<file path="config.mk">
export PLATFORM = sky130hd
export DESIGN_NAME = afc_ctrl
export DESIGN_NICKNAME = d
export VERILOG_FILES = /design/src/rtl/afc_pkg.sv /design/src/rtl/afc_ctrl.sv
export SDC_FILE = /design/constraint.sdc
export NUM_CORES = 1
export LEC_CHECK = 0
export BUFFER_PORTS_ARGS = -buffer_cell sky130_fd_sc_hd__buf_2
export CAP_MARGIN = 20
export CORE_MARGIN = 4
export CORE_UTILIZATION = 30
export CTS_BUF_LIST = sky130_fd_sc_hd__clkbuf_4
export DETAILED_ROUTE_END_ITERATION = 8
export SLEW_MARGIN = 5
export SYNTH_ARGS = -nofsm -noshare
export SYNTH_HDL_FRONTEND = slang
export SYNTH_SLANG_ARGS = --single-unit
</file>
<file path="constraint.sdc">
create_clock -name i_clk -period 1.5 [get_ports i_clk]
set_input_delay 0.15 -clock i_clk [delete_from_list [all_inputs] [get_ports i_clk]]
set_output_delay 0.15 -clock i_clk [all_outputs]
set_load 0.1 [all_outputs]
</file>
<file path="src/rtl/afc_pkg.sv">
// Shared types, codes and constants of the animated frame compositor.
package afc_pkg;

    localparam int MAX_SIDE_DEF = 256;
    localparam int CMP_W        = 11;
    localparam int POS_W        = 8;
    localparam int SIZE_W       = 9;
    localparam int CRD_W        = 10;
    localparam int PIX_W        = 32;
    localparam int ACT_W        = 3;
    localparam int DM_W         = 2;
    localparam int TAKEN_W      = 18;
    localparam int IN_TDATA_W   = 72;
    localparam int CFG_IDX_W    = 2;
    localparam int CFG_DATA_W   = 9;
    localparam int CFG_SIDE_RST = 256;
    localparam int ALPHA_MAX    = 255;
    localparam int ALPHA_DIV    = 510;
    localparam int LANES        = 4;
    localparam int REM_W        = 25;
    localparam int DV_W         = 17;
    localparam int DIV_LAST     = 9;

    localparam logic [ACT_W-1:0] ACT_CLEAR = 3'd0;
    localparam logic [ACT_W-1:0] ACT_BEGIN = 3'd1;
    localparam logic [ACT_W-1:0] ACT_PIXEL = 3'd2;
    localparam logic [ACT_W-1:0] ACT_END   = 3'd3;
    localparam logic [ACT_W-1:0] ACT_READ  = 3'd4;

    localparam logic [DM_W-1:0] DISP_CLEAR   = 2'd1;
    localparam logic [DM_W-1:0] DISP_RESTORE = 2'd2;

    localparam logic [CFG_IDX_W-1:0] CFG_WIDTH  = 2'd0;
    localparam logic [CFG_IDX_W-1:0] CFG_HEIGHT = 2'd1;

    typedef enum logic [3:0] {
        ST_CLR,
        ST_IDLE,
        ST_DECODE,
        ST_PX_RD,
        ST_PX_LOG,
        ST_PX_BLEND,
        ST_PX_WR,
        ST_RD_RD,
        ST_RD_OUT,
        ST_DCLR,
        ST_RS_RD,
        ST_RS_WR
    } t_state;

    typedef struct packed {
        logic ready;
        logic begin_frame;
        logic px_read;
        logic px_log;
        logic px_write;
        logic px_skip;
        logic rd_read;
        logic out_load;
        logic clr_step;
        logic dc_step;
        logic rs_read;
        logic rs_write;
        logic close;
    } t_cmd;

    typedef struct packed {
        logic             in_valid;
        logic [ACT_W-1:0] act;
        logic [DM_W-1:0]  dispose;
        logic             blend;
        logic             px_take;
        logic             px_in;
        logic             clr_last;
        logic             dc_done;
        logic             rs_done;
        logic             blend_busy;
        logic             out_full;
    } t_sts;

endpackage

</file>
<file path="src/rtl/afc_ctrl.sv">
// Controller state machine: sequences clears, pixel updates, reads and disposal.
module afc_ctrl import afc_pkg::*; (
    input  logic i_clk,
    input  logic i_rst_n,
    input  t_sts i_sts,
    output t_cmd o_cmd
);

    t_state r_state, n_state;

    always_ff @(posedge i_clk) begin
        if (!i_rst_n) begin
            r_state <= ST_CLR;
        end else begin
            r_state <= n_state;
        end
    end

    always_comb begin
        n_state = r_state;
        case (r_state)
            ST_CLR: begin
                if (i_sts.clr_last) n_state = ST_IDLE;
            end
            ST_IDLE: begin
                if (i_sts.in_valid) n_state = ST_DECODE;
            end
            ST_DECODE: begin
                case (i_sts.act)
                    ACT_CLEAR: n_state = ST_CLR;
                    ACT_PIXEL: n_state = (i_sts.px_take && i_sts.px_in) ? ST_PX_RD : ST_IDLE;
                    ACT_END: begin
                        if (i_sts.dispose == DISP_CLEAR) begin
                            n_state = ST_DCLR;
                        end else if (i_sts.dispose == DISP_RESTORE) begin
                            n_state = ST_RS_RD;
                        end else begin
                            n_state = ST_IDLE;
                        end
                    end
                    ACT_READ: n_state = ST_RD_RD;
                    default:  n_state = ST_IDLE;
                endcase
            end
            ST_PX_RD:    n_state = ST_PX_LOG;
            ST_PX_LOG:   n_state = i_sts.blend ? ST_PX_BLEND : ST_PX_WR;
            ST_PX_BLEND: begin
                if (!i_sts.blend_busy) n_state = ST_PX_WR;
            end
            ST_PX_WR:    n_state = ST_IDLE;
            ST_RD_RD:    n_state = ST_RD_OUT;
            ST_RD_OUT: begin
                if (!i_sts.out_full) n_state = ST_IDLE;
            end
            ST_DCLR: begin
                if (i_sts.dc_done) n_state = ST_IDLE;
            end
            ST_RS_RD:    n_state = i_sts.rs_done ? ST_IDLE : ST_RS_WR;
            ST_RS_WR:    n_state = ST_RS_RD;
            default:     n_state = ST_IDLE;
        endcase
    end

    always_comb begin
        o_cmd = '0;
        case (r_state)
            ST_CLR:  o_cmd.clr_step = 1'b1;
            ST_IDLE: o_cmd.ready = 1'b1;
            ST_DECODE: begin
                case (i_sts.act)
                    ACT_BEGIN: o_cmd.begin_frame = 1'b1;
                    ACT_PIXEL: o_cmd.px_skip = i_sts.px_take && !i_sts.px_in;
                    ACT_END: begin
                        o_cmd.close = (i_sts.dispose != DISP_CLEAR)
                                   && (i_sts.dispose != DISP_RESTORE);
                    end
                    default: o_cmd.close = 1'b0;
                endcase
            end
            ST_PX_RD:  o_cmd.px_read = 1'b1;
            ST_PX_LOG: o_cmd.px_log = 1'b1;
            ST_PX_WR:  o_cmd.px_write = 1'b1;
            ST_RD_RD:  o_cmd.rd_read = 1'b1;
            ST_RD_OUT: o_cmd.out_load = !i_sts.out_full;
            ST_DCLR: begin
                o_cmd.close   = i_sts.dc_done;
                o_cmd.dc_step = !i_sts.dc_done;
            end
            ST_RS_RD: begin
                o_cmd.close   = i_sts.rs_done;
                o_cmd.rs_read = !i_sts.rs_done;
            end
            ST_RS_WR:  o_cmd.rs_write = 1'b1;
            default:   o_cmd.ready = 1'b0;
        endcase
    end

endmodule

</file>
; Word-level counts from Yosys, hierarchy flattened
; Index checks and enable logic that the tools add are counted.
[totals]
regBits = 4
wordCells = 63
output_inout_bits = 13
[classes]
n_reduce_logical = 10
mux = 28
n_eq_ne = 24
[ops]
columns = op, count
row1 = 4-bit one-hot mux with 11 select lines, 1
row2 = 4-bit 2-to-1 mux, 8
row3 = 4-bit by 3-bit == test with 1-bit output (second input constant), 4
row4 = 4-bit == test (second input constant), 4
row5 = 4-bit one-hot mux with 4 select lines, 1
row6 = 1-bit 2-to-1 mux, 15
row7 = 2-bit != test (second input constant), 6
row8 = 4-bit by 2-bit == test with 1-bit output (second input constant), 2
row9 = 3-bit by 2-bit == test with 1-bit output (second input constant), 2
row10 = 5-bit AND reduction, 1
row11 = 4-bit by 1-bit == test with 1-bit output (second input constant), 1
row12 = 1-bit logical NOT, 4
row13 = 4-bit logical NOT, 1
row14 = 2-bit 2-to-1 mux, 2
row15 = 3-bit by 1-bit == test with 1-bit output (second input constant), 1
row16 = 3-bit == test (second input constant), 1
row17 = 1-bit logical AND, 3
row18 = 3-bit logical NOT, 1
row19 = 1-bit one-hot mux with 3 select lines, 1
row20 = 2-bit by 1-bit == test with 1-bit output (second input constant), 1
row21 = 2-bit == test (second input constant), 1
row22 = 2-bit by 1-bit != test with 1-bit output (second input constant), 1

; Longest topological paths before layout
; Gate-level depths: netlist (run 1).
[depth]
ltp_word = 5
ltp_mapped = 6
ltp_nobuf = 6

; Worst setup path before layout (run 1)
; Ideal clock, no wire load.
[synth_timing]
kind = reg-to-output
from = register r_state[0]
to = output port o_cmd[5] in the netlist's numbering
stages_incl_launch_ff = 4
slack_ns = -2.177
arrival_time_ns = 3.527
required_ns = 1.350
path_cell_list = dfxtp_1 -> buf_6 -> buf_2 -> nor4_1
[synth_lines]
columns = item, line_no
row1 = "start, declared", afc_ctrl.sv:9  ; t_state r_state, n_state;
row2 = "start signal, assigned", afc_ctrl.sv:15  ; r_state <= n_state;
row3 = "end, declared", afc_ctrl.sv:6  ; output t_cmd o_cmd

==> results of run 1 <==
==> path summary, 6_finish.rpt <==
check / to / start / slack, ns
min reg2reg: r_state[2]$_SDFFE_PN0P_ / r_state[1]$_SDFFE_PN0P_ / 0.61
max: o_cmd[7] / r_state[0]$_SDFFE_PN0P_ / -0.16
max reg2reg: r_state[0]$_SDFFE_PN0P_ / r_state[2]$_SDFFE_PN0P_ / 0.02
min: r_state[3]$_SDFFE_PN0P_ / i_rst_n / 0.17
==> area by class of cell <==
| type | count | share of cell area (%) |
|---|---|---|
| repair buffers | 53 | 42.1 |
| flip-flops and latches | 4 | 7.15 |
| well taps | 25 | 2.35 |
| clock buffers | 4 | 2.26 |
| inverters | 5 | 1.60 |
| multi-input cells | 65 | 44.5 |
==> stage by stage <==
stage               utilization, %  setup TNS (ns)  hold slack, ns
floorplan                        -           -1.61           0.268
global placement              64.0               0           0.417
detailed placement            64.0               0           0.429
CTS                           70.1          -0.514           0.174
global route                  76.2           -1.39           0.157
finish                        76.2          -0.791           0.168
==> power breakdown <==
group / leakage, nW / internal (mW) / total, mW / switching, mW
Sequential: 0.0355 / 0.107 / 0.117 / 0.00910
Clock: 0.0184 / 0.119 / 0.188 / 0.0686
Combinational: 0.505 / 0.117 / 0.277 / 0.161
Total: 0.559 / 0.343 / 0.582 / 0.238
==> critical path, stage by stage, from the launching register on <==
cell and delay, ns:
dfxtp_4 0.36, nor4b_4 0.30, nand2_1 0.10, and4bb_4 0.32
buf_12 0.17
==> metal layers <==
| layer | vias up | global-route usage, % | share of wire, % |
|---|---|---|---|
| met5 | - | 0 | 0 |
| met4 | 0 | 13.5 | 3.8 |
| met3 | 9 | 2.33 | 4.2 |
| met2 | 27 | 33.0 | 56 |
| met1 | 396 | 18.6 | 36 |
| li1 | 396 | - | - |
==> cell usage in the layout (no fill, tap or decap), types with 2 or more instances in the layout <==
master / n
nor4_4: 2
mux2i_1: 2
dfxtp_4: 4
clkbuf_4: 4
o21ai_0: 2
nor3_4: 6
ha_1: 2
nor3_1: 3
nor2_4: 3
nor2b_1: 4
o22a_1: 2
inv_1: 4
buf_12: 13
nand4_1: 2
a21oi_1: 7
nand2b_4: 3
nand2_1: 3
buf_4: 15
buf_6: 10
buf_2: 15
nor2_1: 3
nand2b_1: 4
==> what timing repair did <==
item / CTS / global route
setup endpoints to repair: 10 / 15
buffers inserted: 8 / 7
pin swaps: 5 / 10
gates resized for setup: 8 / 15
==> cell families (layout without fill, tap and decap cells) <==
| group | after synthesis | in the layout | share of synthesized area [%] |
|---|---|---|---|
| AND/OR/NAND/NOR | 42 | 42 | 45.8 |
| AO/OA/AOI/OAI | 19 | 19 | 21.7 |
| buffers and inverters | 11 | 62 | 10.3 |
| flip-flops | 4 | 4 | 14.3 |
| adder cells (fa/ha/maj) | 2 | 2 | 4.46 |
| multiplexers | 2 | 2 | 3.57 |
==> impl_metrics.xml, run 1 <==
<?xml version="1.0" encoding="UTF-8"?>
<metrics>
  <group name="layout">
    <metric name="layout.filler_cells" unit="">128</metric>
    <metric name="sequential_cell_area" unit="µm²">95.1</metric>
    <metric name="top_register" unit="">r_state</metric>
    <metric name="layout_top_registers" unit="">r_state x4</metric>
    <metric name="finalNonFillerCells" unit="">156</metric>
    <metric name="final_area" unit="µm²">1330</metric>
    <metric name="share_of_final_layout_standard_cells_stronger_than_drive_strength_1" unit="%">63.4</metric>
    <metric name="final_nets" unit="">150</metric>
    <metric name="insertedDiodeCount" unit="">0</metric>
    <metric name="multiInputGateArea" unit="µm²">592</metric>
    <metric name="synthToLayoutAreaGrowth" unit="%">137</metric>
    <metric name="largest_reg_flops" unit="">4</metric>
  </group>
  <group name="power">
    <metric name="p_leak" unit="nW">0.559</metric>
    <metric name="total_power" unit="mW">0.582</metric>
    <metric name="power_density" unit="nW/µm²">437</metric>
    <metric name="power.ir.vdd_worst" unit="mV">0.383</metric>
  </group>
  <group name="timing">
    <metric name="setup_slack_of_the_critical_path_after_layout" unit="ns">-0.157</metric>
    <metric name="worst_margin_pin_slew" unit="ns">0.332</metric>
    <metric name="final_worst_clock_skew" unit="ns">0.000101</metric>
    <metric name="setup_viol_count_final" unit="">10</metric>
    <metric name="slew_violations" unit="">0</metric>
    <metric name="highest_achievable_clock_rate" unit="GHz">0.603</metric>
    <metric name="final_period_util" unit="%">110</metric>
    <metric name="grt_setup_unrepaired" unit="">yes</metric>
    <metric name="final-hold-violation-count" unit="">0</metric>
    <metric name="timing.max_slew.rel_slack" unit="%">77.8</metric>
    <metric name="finalWorstPathRequiredPeriod" unit="ns">1.66</metric>
  </group>
  <group name="place">
    <metric name="place_inst" unit="">137</metric>
    <metric name="detailed_place.area" unit="µm²">1120</metric>
    <metric name="globalplace.congestion" unit="">0.754</metric>
    <metric name="dp_slack" unit="ns">0.0172</metric>
    <metric name="io_buffers" unit="">28</metric>
    <metric name="hpwlAfterDp" unit="µm">1600</metric>
  </group>
  <group name="synthesis">
    <metric name="postSynth.asyncResetShare" unit="%">0</metric>
    <metric name="synth_sequential_area_ratio" unit="%">14.3</metric>
    <metric name="synth.lib_cells_used.distinct" unit="">30</metric>
    <metric name="synth_ff_type" unit="">dfxtp_1</metric>
    <metric name="count_of_flip_flops_with_a_built_in_enable_after_synthesis" unit="">0</metric>
    <metric name="synth_largest_area_cell" unit="">dfxtp_1</metric>
    <metric name="post_synth_inst_count" unit="">80</metric>
    <metric name="postSynthAreaPerCell" unit="µm²">7.01</metric>
    <metric name="yosysWarnings" unit="">0</metric>
    <metric name="post-synth-top-area-fraction" unit="%">14.3</metric>
    <metric name="synth_area_leaders" unit="">dfxtp_1 14%, nor3_1 8.0%, nand2b_1 6.7%</metric>
    <metric name="net_count_synth" unit="">98</metric>
    <metric name="post_synth_instance_area" unit="µm²">561</metric>
    <metric name="yosysMostFrequentCell" unit="">nor3_1</metric>
    <metric name="top_cells_by_count_synth" unit="">9 x nor3_1, 7 x a21oi_1, 6 x nand2b_1, 6 x nor2_1</metric>
    <metric name="post_synthesis_sequential_element_count" unit="">4</metric>
  </group>
  <group name="floorplanning">
    <metric name="dieWidth" unit="µm">51.2</metric>
    <metric name="ioPinCount" unit="">29</metric>
    <metric name="rows" unit="">15</metric>
    <metric name="dieArea" unit="µm²">2620</metric>
    <metric name="initial_utilization" unit="%">32.1</metric>
    <metric name="die_height" unit="µm">51.2</metric>
    <metric name="core_region_area" unit="µm²">1750</metric>
  </group>
  <group name="clock_network">
    <metric name="clk-insertion-delay-late" unit="ns">0.26</metric>
    <metric name="cts_root_buffer" unit="">clkbuf_4</metric>
    <metric name="cts_hold_repair.buffers" unit="">0</metric>
    <metric name="cts_sinks" unit="">4</metric>
    <metric name="cts_made_buffers" unit="">3</metric>
    <metric name="cts_tree" unit="">yes</metric>
    <metric name="path_clk_slew" unit="ns">0.05</metric>
    <metric name="cts-root-to-sink-buffers" unit="">2</metric>
    <metric name="cts-htree-levels" unit="">1</metric>
  </group>
  <group name="routing">
    <metric name="detail_route.wirelength" unit="µm">2370</metric>
    <metric name="dr.first_iter.drc_count" unit="">8</metric>
    <metric name="first_pass_iters" unit="">4</metric>
    <metric name="routed_via_density" unit="">5.31</metric>
    <metric name="detail_route.drc_violations" unit="">0</metric>
    <metric name="detail-route-antenna-nets" unit="">0</metric>
    <metric name="avgRoutedWirePerCell" unit="µm">15.2</metric>
    <metric name="via_count" unit="">828</metric>
  </group>
  <group name="setup_path">
    <metric name="worst_ep_arrival_time" unit="ns">1.51</metric>
    <metric name="critical_path_required" unit="ns">1.35</metric>
    <metric name="timing_worst_setup_path_type" unit="">flip-flop to output pin</metric>
    <metric name="timing.reg2reg.worst_path_depth" unit="">6</metric>
    <metric name="endpoint_kind" unit="">output pin</metric>
    <metric name="cp_max_fo" unit="">5</metric>
    <metric name="critPathLaunchType" unit="">flip-flop</metric>
  </group>
  <group name="global_routing">
    <metric name="grt_first_pass_wirelength" unit="µm">3490</metric>
    <metric name="maximum_number_of_pins_on_one_net_before_global_route_repair" unit="">12</metric>
    <metric name="grt_remaining_overflow" unit="">0</metric>
    <metric name="globalRouteTotalUtil" unit="%">18.1</metric>
    <metric name="grt_antenna_before_repair" unit="">0</metric>
    <metric name="grt_pass1_vias" unit="">801</metric>
  </group>
  <group name="run_status">
    <metric name="violations" unit="">negative setup slack</metric>
    <metric name="outcome" unit="">finished, violations left</metric>
  </group>
  <group name="run">
    <metric name="max_cap_violations" unit="">0</metric>
  </group>
  <group name="min_path">
    <metric name="hold-path-cell-count" unit="">2</metric>
    <metric name="min_path_type" unit="">primary input to flip-flop</metric>
  </group>
</metrics>
(Power assumes the default switching activity.)
==> run 2, diff against run 1 <==
--- a/config.mk
+++ b/config.mk
@@ -7,10 +7,11 @@
 export LEC_CHECK = 0
 export BUFFER_PORTS_ARGS = -buffer_cell sky130_fd_sc_hd__buf_2
 export CAP_MARGIN = 20
-export CORE_MARGIN = 4
-export CORE_UTILIZATION = 30
+export CORE_AREA = 4 4 41 43
 export CTS_BUF_LIST = sky130_fd_sc_hd__clkbuf_4
 export DETAILED_ROUTE_END_ITERATION = 8
+export DIE_AREA = 0 0 45 47
+export PLACE_DENSITY = 0.75
 export SLEW_MARGIN = 5
 export SYNTH_ARGS = -nofsm -noshare
 export SYNTH_HDL_FRONTEND = slang
==> run 2 against run 1 <==
Net effect: the flow still finishes with violations (negative setup slack); first-iteration DRC count rose to 11 times the previous value; critical path depth did not move; non-clock buffer count shrank 6; critical path type unchanged.
==> impl_metrics.xml, run 2 (synthesized netlist as in run 1, its figures left out) <==
<?xml version="1.0" encoding="UTF-8"?>
<metrics>
  <group name="run_status">
    <metric name="outcome" unit="">finished, violations left</metric>
    <metric name="violations" unit="">negative setup slack</metric>
  </group>
  <group name="layout">
    <metric name="layout.cells.most_common_list" unit="">15 x buf_2, 13 x buf_12, 11 x buf_4</metric>
    <metric name="top_register" unit="">r_state</metric>
    <metric name="final_area" unit="µm²">1280</metric>
    <metric name="share_of_final_layout_standard_cells_stronger_than_drive_strength_1" unit="%">64.8</metric>
    <metric name="final_common_cell" unit="">buf_2</metric>
    <metric name="largest_reg_flops" unit="">4</metric>
    <metric name="final_nets" unit="">144</metric>
    <metric name="layout_top_registers" unit="">r_state x4</metric>
    <metric name="synthToLayoutAreaGrowth" unit="%">129</metric>
    <metric name="insertedDiodeCount" unit="">0</metric>
  </group>
  <group name="timing">
    <metric name="final_worst_clock_skew" unit="ns">0.00843</metric>
    <metric name="fin_setup_tns" unit="ns">-0.714</metric>
    <metric name="final_period_util" unit="%">115</metric>
    <metric name="setup_slack_of_the_critical_path_after_layout" unit="ns">-0.220</metric>
    <metric name="grt_setup_unrepaired" unit="">yes</metric>
    <metric name="highest_achievable_clock_rate" unit="GHz">0.581</metric>
    <metric name="slew_violations" unit="">0</metric>
    <metric name="finalWorstPathRequiredPeriod" unit="ns">1.72</metric>
    <metric name="final-hold-violation-count" unit="">0</metric>
    <metric name="timing.max_slew.rel_slack" unit="%">67.7</metric>
    <metric name="worst_margin_pin_slew" unit="ns">0.484</metric>
    <metric name="setup_viol_count_final" unit="">10</metric>
  </group>
  <group name="power">
    <metric name="power_density" unit="nW/µm²">469</metric>
    <metric name="p_leak" unit="nW">0.522</metric>
    <metric name="power.ir.vdd_worst" unit="mV">0.703</metric>
  </group>
  <group name="clock_network">
    <metric name="cts_sinks" unit="">4</metric>
    <metric name="cts-root-to-sink-buffers" unit="">2</metric>
    <metric name="cts_tree" unit="">yes</metric>
    <metric name="clk-insertion-delay-late" unit="ns">0.24</metric>
    <metric name="cts_root_buffer" unit="">clkbuf_4</metric>
    <metric name="cts_made_buffers" unit="">3</metric>
    <metric name="cts-htree-levels" unit="">1</metric>
    <metric name="path_clk_slew" unit="ns">0.05</metric>
  </group>
  <group name="global_routing">
    <metric name="grt_antenna_before_repair" unit="">0</metric>
    <metric name="grt_remaining_overflow" unit="">0</metric>
    <metric name="maximum_number_of_pins_on_one_net_before_global_route_repair" unit="">11</metric>
    <metric name="grt_first_pass_wirelength" unit="µm">4420</metric>
    <metric name="grt_pass1_vias" unit="">925</metric>
    <metric name="globalRouteTotalUtil" unit="%">30.0</metric>
  </group>
  <group name="floorplanning">
    <metric name="die_height" unit="µm">47</metric>
    <metric name="initial_utilization" unit="%">43.1</metric>
    <metric name="core_region_area" unit="µm²">1300</metric>
    <metric name="rows" unit="">13</metric>
    <metric name="dieArea" unit="µm²">2120</metric>
    <metric name="ioPinCount" unit="">29</metric>
    <metric name="dieWidth" unit="µm">45</metric>
  </group>
  <group name="place">
    <metric name="io_buffers" unit="">28</metric>
    <metric name="globalplace.congestion" unit="">0.851</metric>
    <metric name="hpwlAfterDp" unit="µm">1760</metric>
    <metric name="detailed_place.area" unit="µm²">1100</metric>
  </group>
  <group name="routing">
    <metric name="dr.first_iter.drc_count" unit="">90</metric>
    <metric name="detail_route.wirelength" unit="µm">3880</metric>
    <metric name="routed_via_density" unit="">6.90</metric>
    <metric name="detail-route-antenna-nets" unit="">0</metric>
    <metric name="via_count" unit="">966</metric>
    <metric name="detail_route.drc_violations" unit="">0</metric>
    <metric name="first_pass_iters" unit="">4</metric>
    <metric name="avgRoutedWirePerCell" unit="µm">27.7</metric>
  </group>
  <group name="setup_path">
    <metric name="worst_ep_arrival_time" unit="ns">1.57</metric>
    <metric name="critical_path_required" unit="ns">1.35</metric>
    <metric name="timing_worst_setup_path_type" unit="">flip-flop to output pin</metric>
    <metric name="rrSetupSlack" unit="ns">-0.01</metric>
    <metric name="cp_max_fo" unit="">4</metric>
    <metric name="rr_endpoint" unit="">r_state[0]$_SDFFE_PN0P_</metric>
    <metric name="critPathLaunchType" unit="">flip-flop</metric>
    <metric name="endpoint_kind" unit="">output pin</metric>
    <metric name="timing.reg2reg.worst_path_depth" unit="">5</metric>
    <metric name="reg2reg_from" unit="">r_state[2]$_SDFFE_PN0P_</metric>
  </group>
  <group name="run">
    <metric name="max_cap_violations" unit="">0</metric>
  </group>
  <group name="min_path">
    <metric name="hold_path_startpoint" unit="">i_rst_n</metric>
    <metric name="hold-path-cell-count" unit="">2</metric>
    <metric name="worst_hold_path.endpoint" unit="">r_state[3]$_SDFFE_PN0P_</metric>
    <metric name="min_path_type" unit="">primary input to flip-flop</metric>
  </group>
</metrics>
==> run 2: cell type report <==
class	count	area, µm²
well taps	15	18.8
repair buffers	47	508
fillers	10	18.8
multi-input cells	65	612
flip-flops and latches	4	95.1
clock buffers	4	30.0
inverters	5	18.8
==> run 2: what timing repair did <==
action / in CTS / in global routing
buffers inserted: 6 / 5
hold buffers: 0 / 0
resized for setup: 9 / 17
endpoints found under the setup margin: 9 / 14
pin swaps: 4 / 10
==> run 2: per-stage QoR <==
| stage | total power [mW] | util, % | hold slack, ns | instances | setup slack [ns] |
|---|---|---|---|---|---|
| after floorplan | 0.284 | - | 0.268 | 80 | -0.337 |
| after global placement | 0.362 | 84.3 | 0.411 | 126 | 0.0928 |
| after detailed placement | 0.370 | 84.3 | 0.412 | 126 | 0.0477 |
| after CTS | 0.548 | 91.9 | 0.156 | 136 | -0.179 |
| after global routing | 0.623 | 98.6 | 0.177 | 140 | -0.283 |
| final | 0.602 | 98.6 | 0.176 | 140 | -0.220 |
==> run 2: worst max-delay path by stage <==
stage | start | end | slack (ns) | cells past startpoint
after floorplan | r_state[0]$_SDFFE_PN0P_ | o_cmd[11] | -0.34 | 4
after global placement | r_state[3]$_SDFFE_PN0P_ | o_cmd[7] | 0.09 | 4
after detailed placement | r_state[0]$_SDFFE_PN0P_ | o_cmd[11] | 0.05 | 4
after CTS | r_state[0]$_SDFFE_PN0P_ | o_cmd[11] | -0.18 | 4
after global routing | r_state[0]$_SDFFE_PN0P_ | o_cmd[7] | -0.28 | 4
final | r_state[0]$_SDFFE_PN0P_ | o_cmd[7] | -0.22 | 4
==> run 2: worst max-delay path, stage by stage (launching register included) <==
cell and delay [ns]:
dfxtp_4 0.36, nor4b_4 0.30, nand2_1 0.14, and4bb_4 0.35
buf_12 0.17
==> run 2: per-layer routing <==
metal | global-route usage (%) | part of all wire, % | up-vias
met3 | 6.13 | 12 | 35
met4 | 25.1 | 8.4 | 0
met2 | 56.8 | 49 | 111
met1 | 27.2 | 31 | 437
met5 | 0 | 0 | -
li1 | - | - | 383
==> run 2: where the power goes <==
group / total [mW] / switching (mW) / leakage (nW) / internal, mW
logic: 0.307 / 0.191 / 0.469 / 0.116
clock network: 0.177 / 0.0582 / 0.0184 / 0.119
registers: 0.118 / 0.0104 / 0.0355 / 0.107
total: 0.602 / 0.260 / 0.522 / 0.342
==> run 3, diff against run 2 <==
--- a/config.mk
+++ b/config.mk
@@ -12,6 +12,7 @@
 export DETAILED_ROUTE_END_ITERATION = 8
 export DIE_AREA = 0 0 45 47
 export PLACE_DENSITY = 0.75
+export REMOVE_ABC_BUFFERS = 1
 export SLEW_MARGIN = 5
 export SYNTH_ARGS = -nofsm -noshare
 export SYNTH_HDL_FRONTEND = slang
==> run 3 against run 2 <==
Net effect: the run still ends with negative setup slack left; critical path type unchanged; sequential power about the same; clock-buffer cell count decreased by 1; core utilization decreased by 9.7 points; critical endpoint unchanged; flip-flop and latch count unchanged; total power decreased by 16%.
==> impl_metrics.xml, run 3 (synthesized netlist as in run 1, its figures left out) <==
<?xml version="1.0" encoding="UTF-8"?>
<metrics>
  <group name="run_status">
    <metric name="outcome" unit="">finished, violations left</metric>
    <metric name="violations" unit="">negative setup slack</metric>
  </group>
  <group name="timing">
    <metric name="timing.max_slew.rel_slack" unit="%">75.0</metric>
    <metric name="setup_slack_of_the_critical_path_after_layout" unit="ns">-0.174</metric>
    <metric name="finalWorstPathRequiredPeriod" unit="ns">1.67</metric>
    <metric name="slew_violations" unit="">0</metric>
    <metric name="worst_margin_pin_slew" unit="ns">0.371</metric>
    <metric name="hold_slack" unit="ns">0.192</metric>
    <metric name="setup_viol_count_final" unit="">8</metric>
    <metric name="highest_achievable_clock_rate" unit="GHz">0.597</metric>
    <metric name="fin_setup_tns" unit="ns">-0.567</metric>
    <metric name="final-hold-violation-count" unit="">0</metric>
    <metric name="final_period_util" unit="%">112</metric>
    <metric name="final_worst_clock_skew" unit="ns">0.00299</metric>
    <metric name="grt_setup_unrepaired" unit="">yes</metric>
  </group>
  <group name="power">
    <metric name="power_density" unit="nW/µm²">440</metric>
    <metric name="total_power" unit="mW">0.509</metric>
    <metric name="p_leak" unit="nW">0.482</metric>
    <metric name="power.ir.vdd_worst" unit="mV">0.358</metric>
  </group>
  <group name="layout">
    <metric name="top_register" unit="">r_state</metric>
    <metric name="final_area" unit="µm²">1160</metric>
    <metric name="largest_reg_flops" unit="">4</metric>
    <metric name="final_nets" unit="">141</metric>
    <metric name="share_of_final_layout_standard_cells_stronger_than_drive_strength_1" unit="%">55.4</metric>
    <metric name="synthToLayoutAreaGrowth" unit="%">106</metric>
    <metric name="layout.cells.most_common_list" unit="">15 x buf_2, 13 x buf_12, 12 x buf_4</metric>
    <metric name="finalNonFillerCells" unit="">136</metric>
    <metric name="layout.core_utilization" unit="%">88.8</metric>
    <metric name="layout_top_registers" unit="">r_state x4</metric>
    <metric name="final_common_cell" unit="">buf_2</metric>
    <metric name="insertedDiodeCount" unit="">0</metric>
  </group>
  <group name="global_routing">
    <metric name="globalRouteTotalUtil" unit="%">20.1</metric>
    <metric name="maximum_number_of_pins_on_one_net_before_global_route_repair" unit="">13</metric>
    <metric name="grt_pass1_vias" unit="">768</metric>
    <metric name="grt_remaining_overflow" unit="">0</metric>
    <metric name="grt_antenna_before_repair" unit="">0</metric>
    <metric name="grt_first_pass_wirelength" unit="µm">3200</metric>
  </group>
  <group name="place">
    <metric name="globalplace.congestion" unit="">0.806</metric>
    <metric name="io_buffers" unit="">28</metric>
    <metric name="dp_slack" unit="ns">0.00998</metric>
    <metric name="detailed_place.area" unit="µm²">973</metric>
    <metric name="place_inst" unit="">130</metric>
    <metric name="hpwlAfterDp" unit="µm">1470</metric>
  </group>
  <group name="setup_path">
    <metric name="reg2reg_from" unit="">r_state[2]$_SDFFE_PN0P_</metric>
    <metric name="endpoint_kind" unit="">output pin</metric>
    <metric name="timing.reg2reg.worst_path_depth" unit="">5</metric>
    <metric name="cp_max_fo" unit="">6</metric>
    <metric name="rrSetupSlack" unit="ns">0.06</metric>
    <metric name="rr_endpoint" unit="">r_state[1]$_SDFFE_PN0P_</metric>
    <metric name="worst_ep_arrival_time" unit="ns">1.52</metric>
    <metric name="critPathLaunchType" unit="">flip-flop</metric>
    <metric name="critical_path_required" unit="ns">1.35</metric>
    <metric name="timing_worst_setup_path_type" unit="">flip-flop to output pin</metric>
  </group>
  <group name="routing">
    <metric name="dr.first_iter.drc_count" unit="">19</metric>
    <metric name="detail-route-antenna-nets" unit="">0</metric>
    <metric name="detail_route.drc_violations" unit="">0</metric>
    <metric name="routed_via_density" unit="">5.90</metric>
    <metric name="detail_route.wirelength" unit="µm">2490</metric>
    <metric name="avgRoutedWirePerCell" unit="µm">18.3</metric>
    <metric name="via_count" unit="">802</metric>
    <metric name="first_pass_iters" unit="">4</metric>
  </group>
  <group name="floorplanning">
    <metric name="ioPinCount" unit="">29</metric>
    <metric name="die_height" unit="µm">47</metric>
    <metric name="dieArea" unit="µm²">2120</metric>
    <metric name="core_region_area" unit="µm²">1300</metric>
    <metric name="dieWidth" unit="µm">45</metric>
    <metric name="initial_utilization" unit="%">43.1</metric>
    <metric name="rows" unit="">13</metric>
  </group>
  <group name="clock_network">
    <metric name="path_clk_slew" unit="ns">0.04</metric>
    <metric name="clk-insertion-delay-late" unit="ns">0.23</metric>
    <metric name="cts_tree" unit="">yes</metric>
    <metric name="cts_hold_repair.buffers" unit="">0</metric>
    <metric name="cts-htree-levels" unit="">1</metric>
    <metric name="cts_made_buffers" unit="">3</metric>
    <metric name="cts_root_buffer" unit="">clkbuf_4</metric>
    <metric name="cts-root-to-sink-buffers" unit="">2</metric>
    <metric name="cts_sinks" unit="">4</metric>
  </group>
  <group name="min_path">
    <metric name="hold_path_startpoint" unit="">i_rst_n</metric>
    <metric name="worst_hold_path.endpoint" unit="">r_state[1]$_SDFFE_PN0P_</metric>
    <metric name="hold-path-cell-count" unit="">2</metric>
    <metric name="min_path_type" unit="">primary input to flip-flop</metric>
  </group>
  <group name="run">
    <metric name="max_cap_violations" unit="">0</metric>
  </group>
</metrics>
run 3: per-layer routing:
| metal | vias to the layer above | track usage [%] | part of all wire [%] |
|---|---|---|---|
| met5 | - | 0 | 0 |
| met4 | 0 | 4.09 | 3.2 |
| met3 | 8 | 3.83 | 5.3 |
| met2 | 37 | 41.5 | 54 |
| met1 | 380 | 20.6 | 37 |
| li1 | 377 | - | - |
run 3: what timing repair did:
item,4_1_cts,5_1_grt
resized for setup,18,17
gates cloned,0,0
pin swaps,2,6
endpoints found under the setup margin,13,13
setup buffers,1,2
run 3: power breakdown:
part	switching [mW]	internal (mW)	leakage, nW
registers	0.00840	0.108	0.0352
logic	0.153	0.106	0.433
clock network	0.0430	0.0894	0.0138
total	0.205	0.304	0.482
run 3: area by class of cell:
type | instances | area [µm²]
Multi-Input combinational cell | 65 | 527
Timing Repair Buffer | 44 | 474
Fill cell | 67 | 145
Sequential cell | 4 | 92.6
Clock buffer | 3 | 22.5
Inverter | 5 | 21.3
Tap cell | 15 | 18.8
run 3: worst max path at each step:
stage               slack [ns]  cells after the start         to               startpoint
floorplan                -2.25                      2   o_cmd[5]  r_state[3]$_SDFFE_PN0P_
global placement          0.06                      4   o_cmd[7]  r_state[1]$_SDFFE_PN0P_
detailed placement        0.01                      5  o_cmd[11]  r_state[1]$_SDFFE_PN0P_
CTS                      -0.15                      5  o_cmd[11]  r_state[0]$_SDFFE_PN0P_
global route             -0.23                      4   o_cmd[7]  r_state[2]$_SDFFE_PN0P_
finish                   -0.17                      4   o_cmd[7]  r_state[2]$_SDFFE_PN0P_
run 3: critical path: stages, from the launching register on:
cell and delay (ns):
dfxtp_4 0.36, nor4b_4 0.29, nand2_1 0.12, and4bb_1 0.34, buf_12 0.19
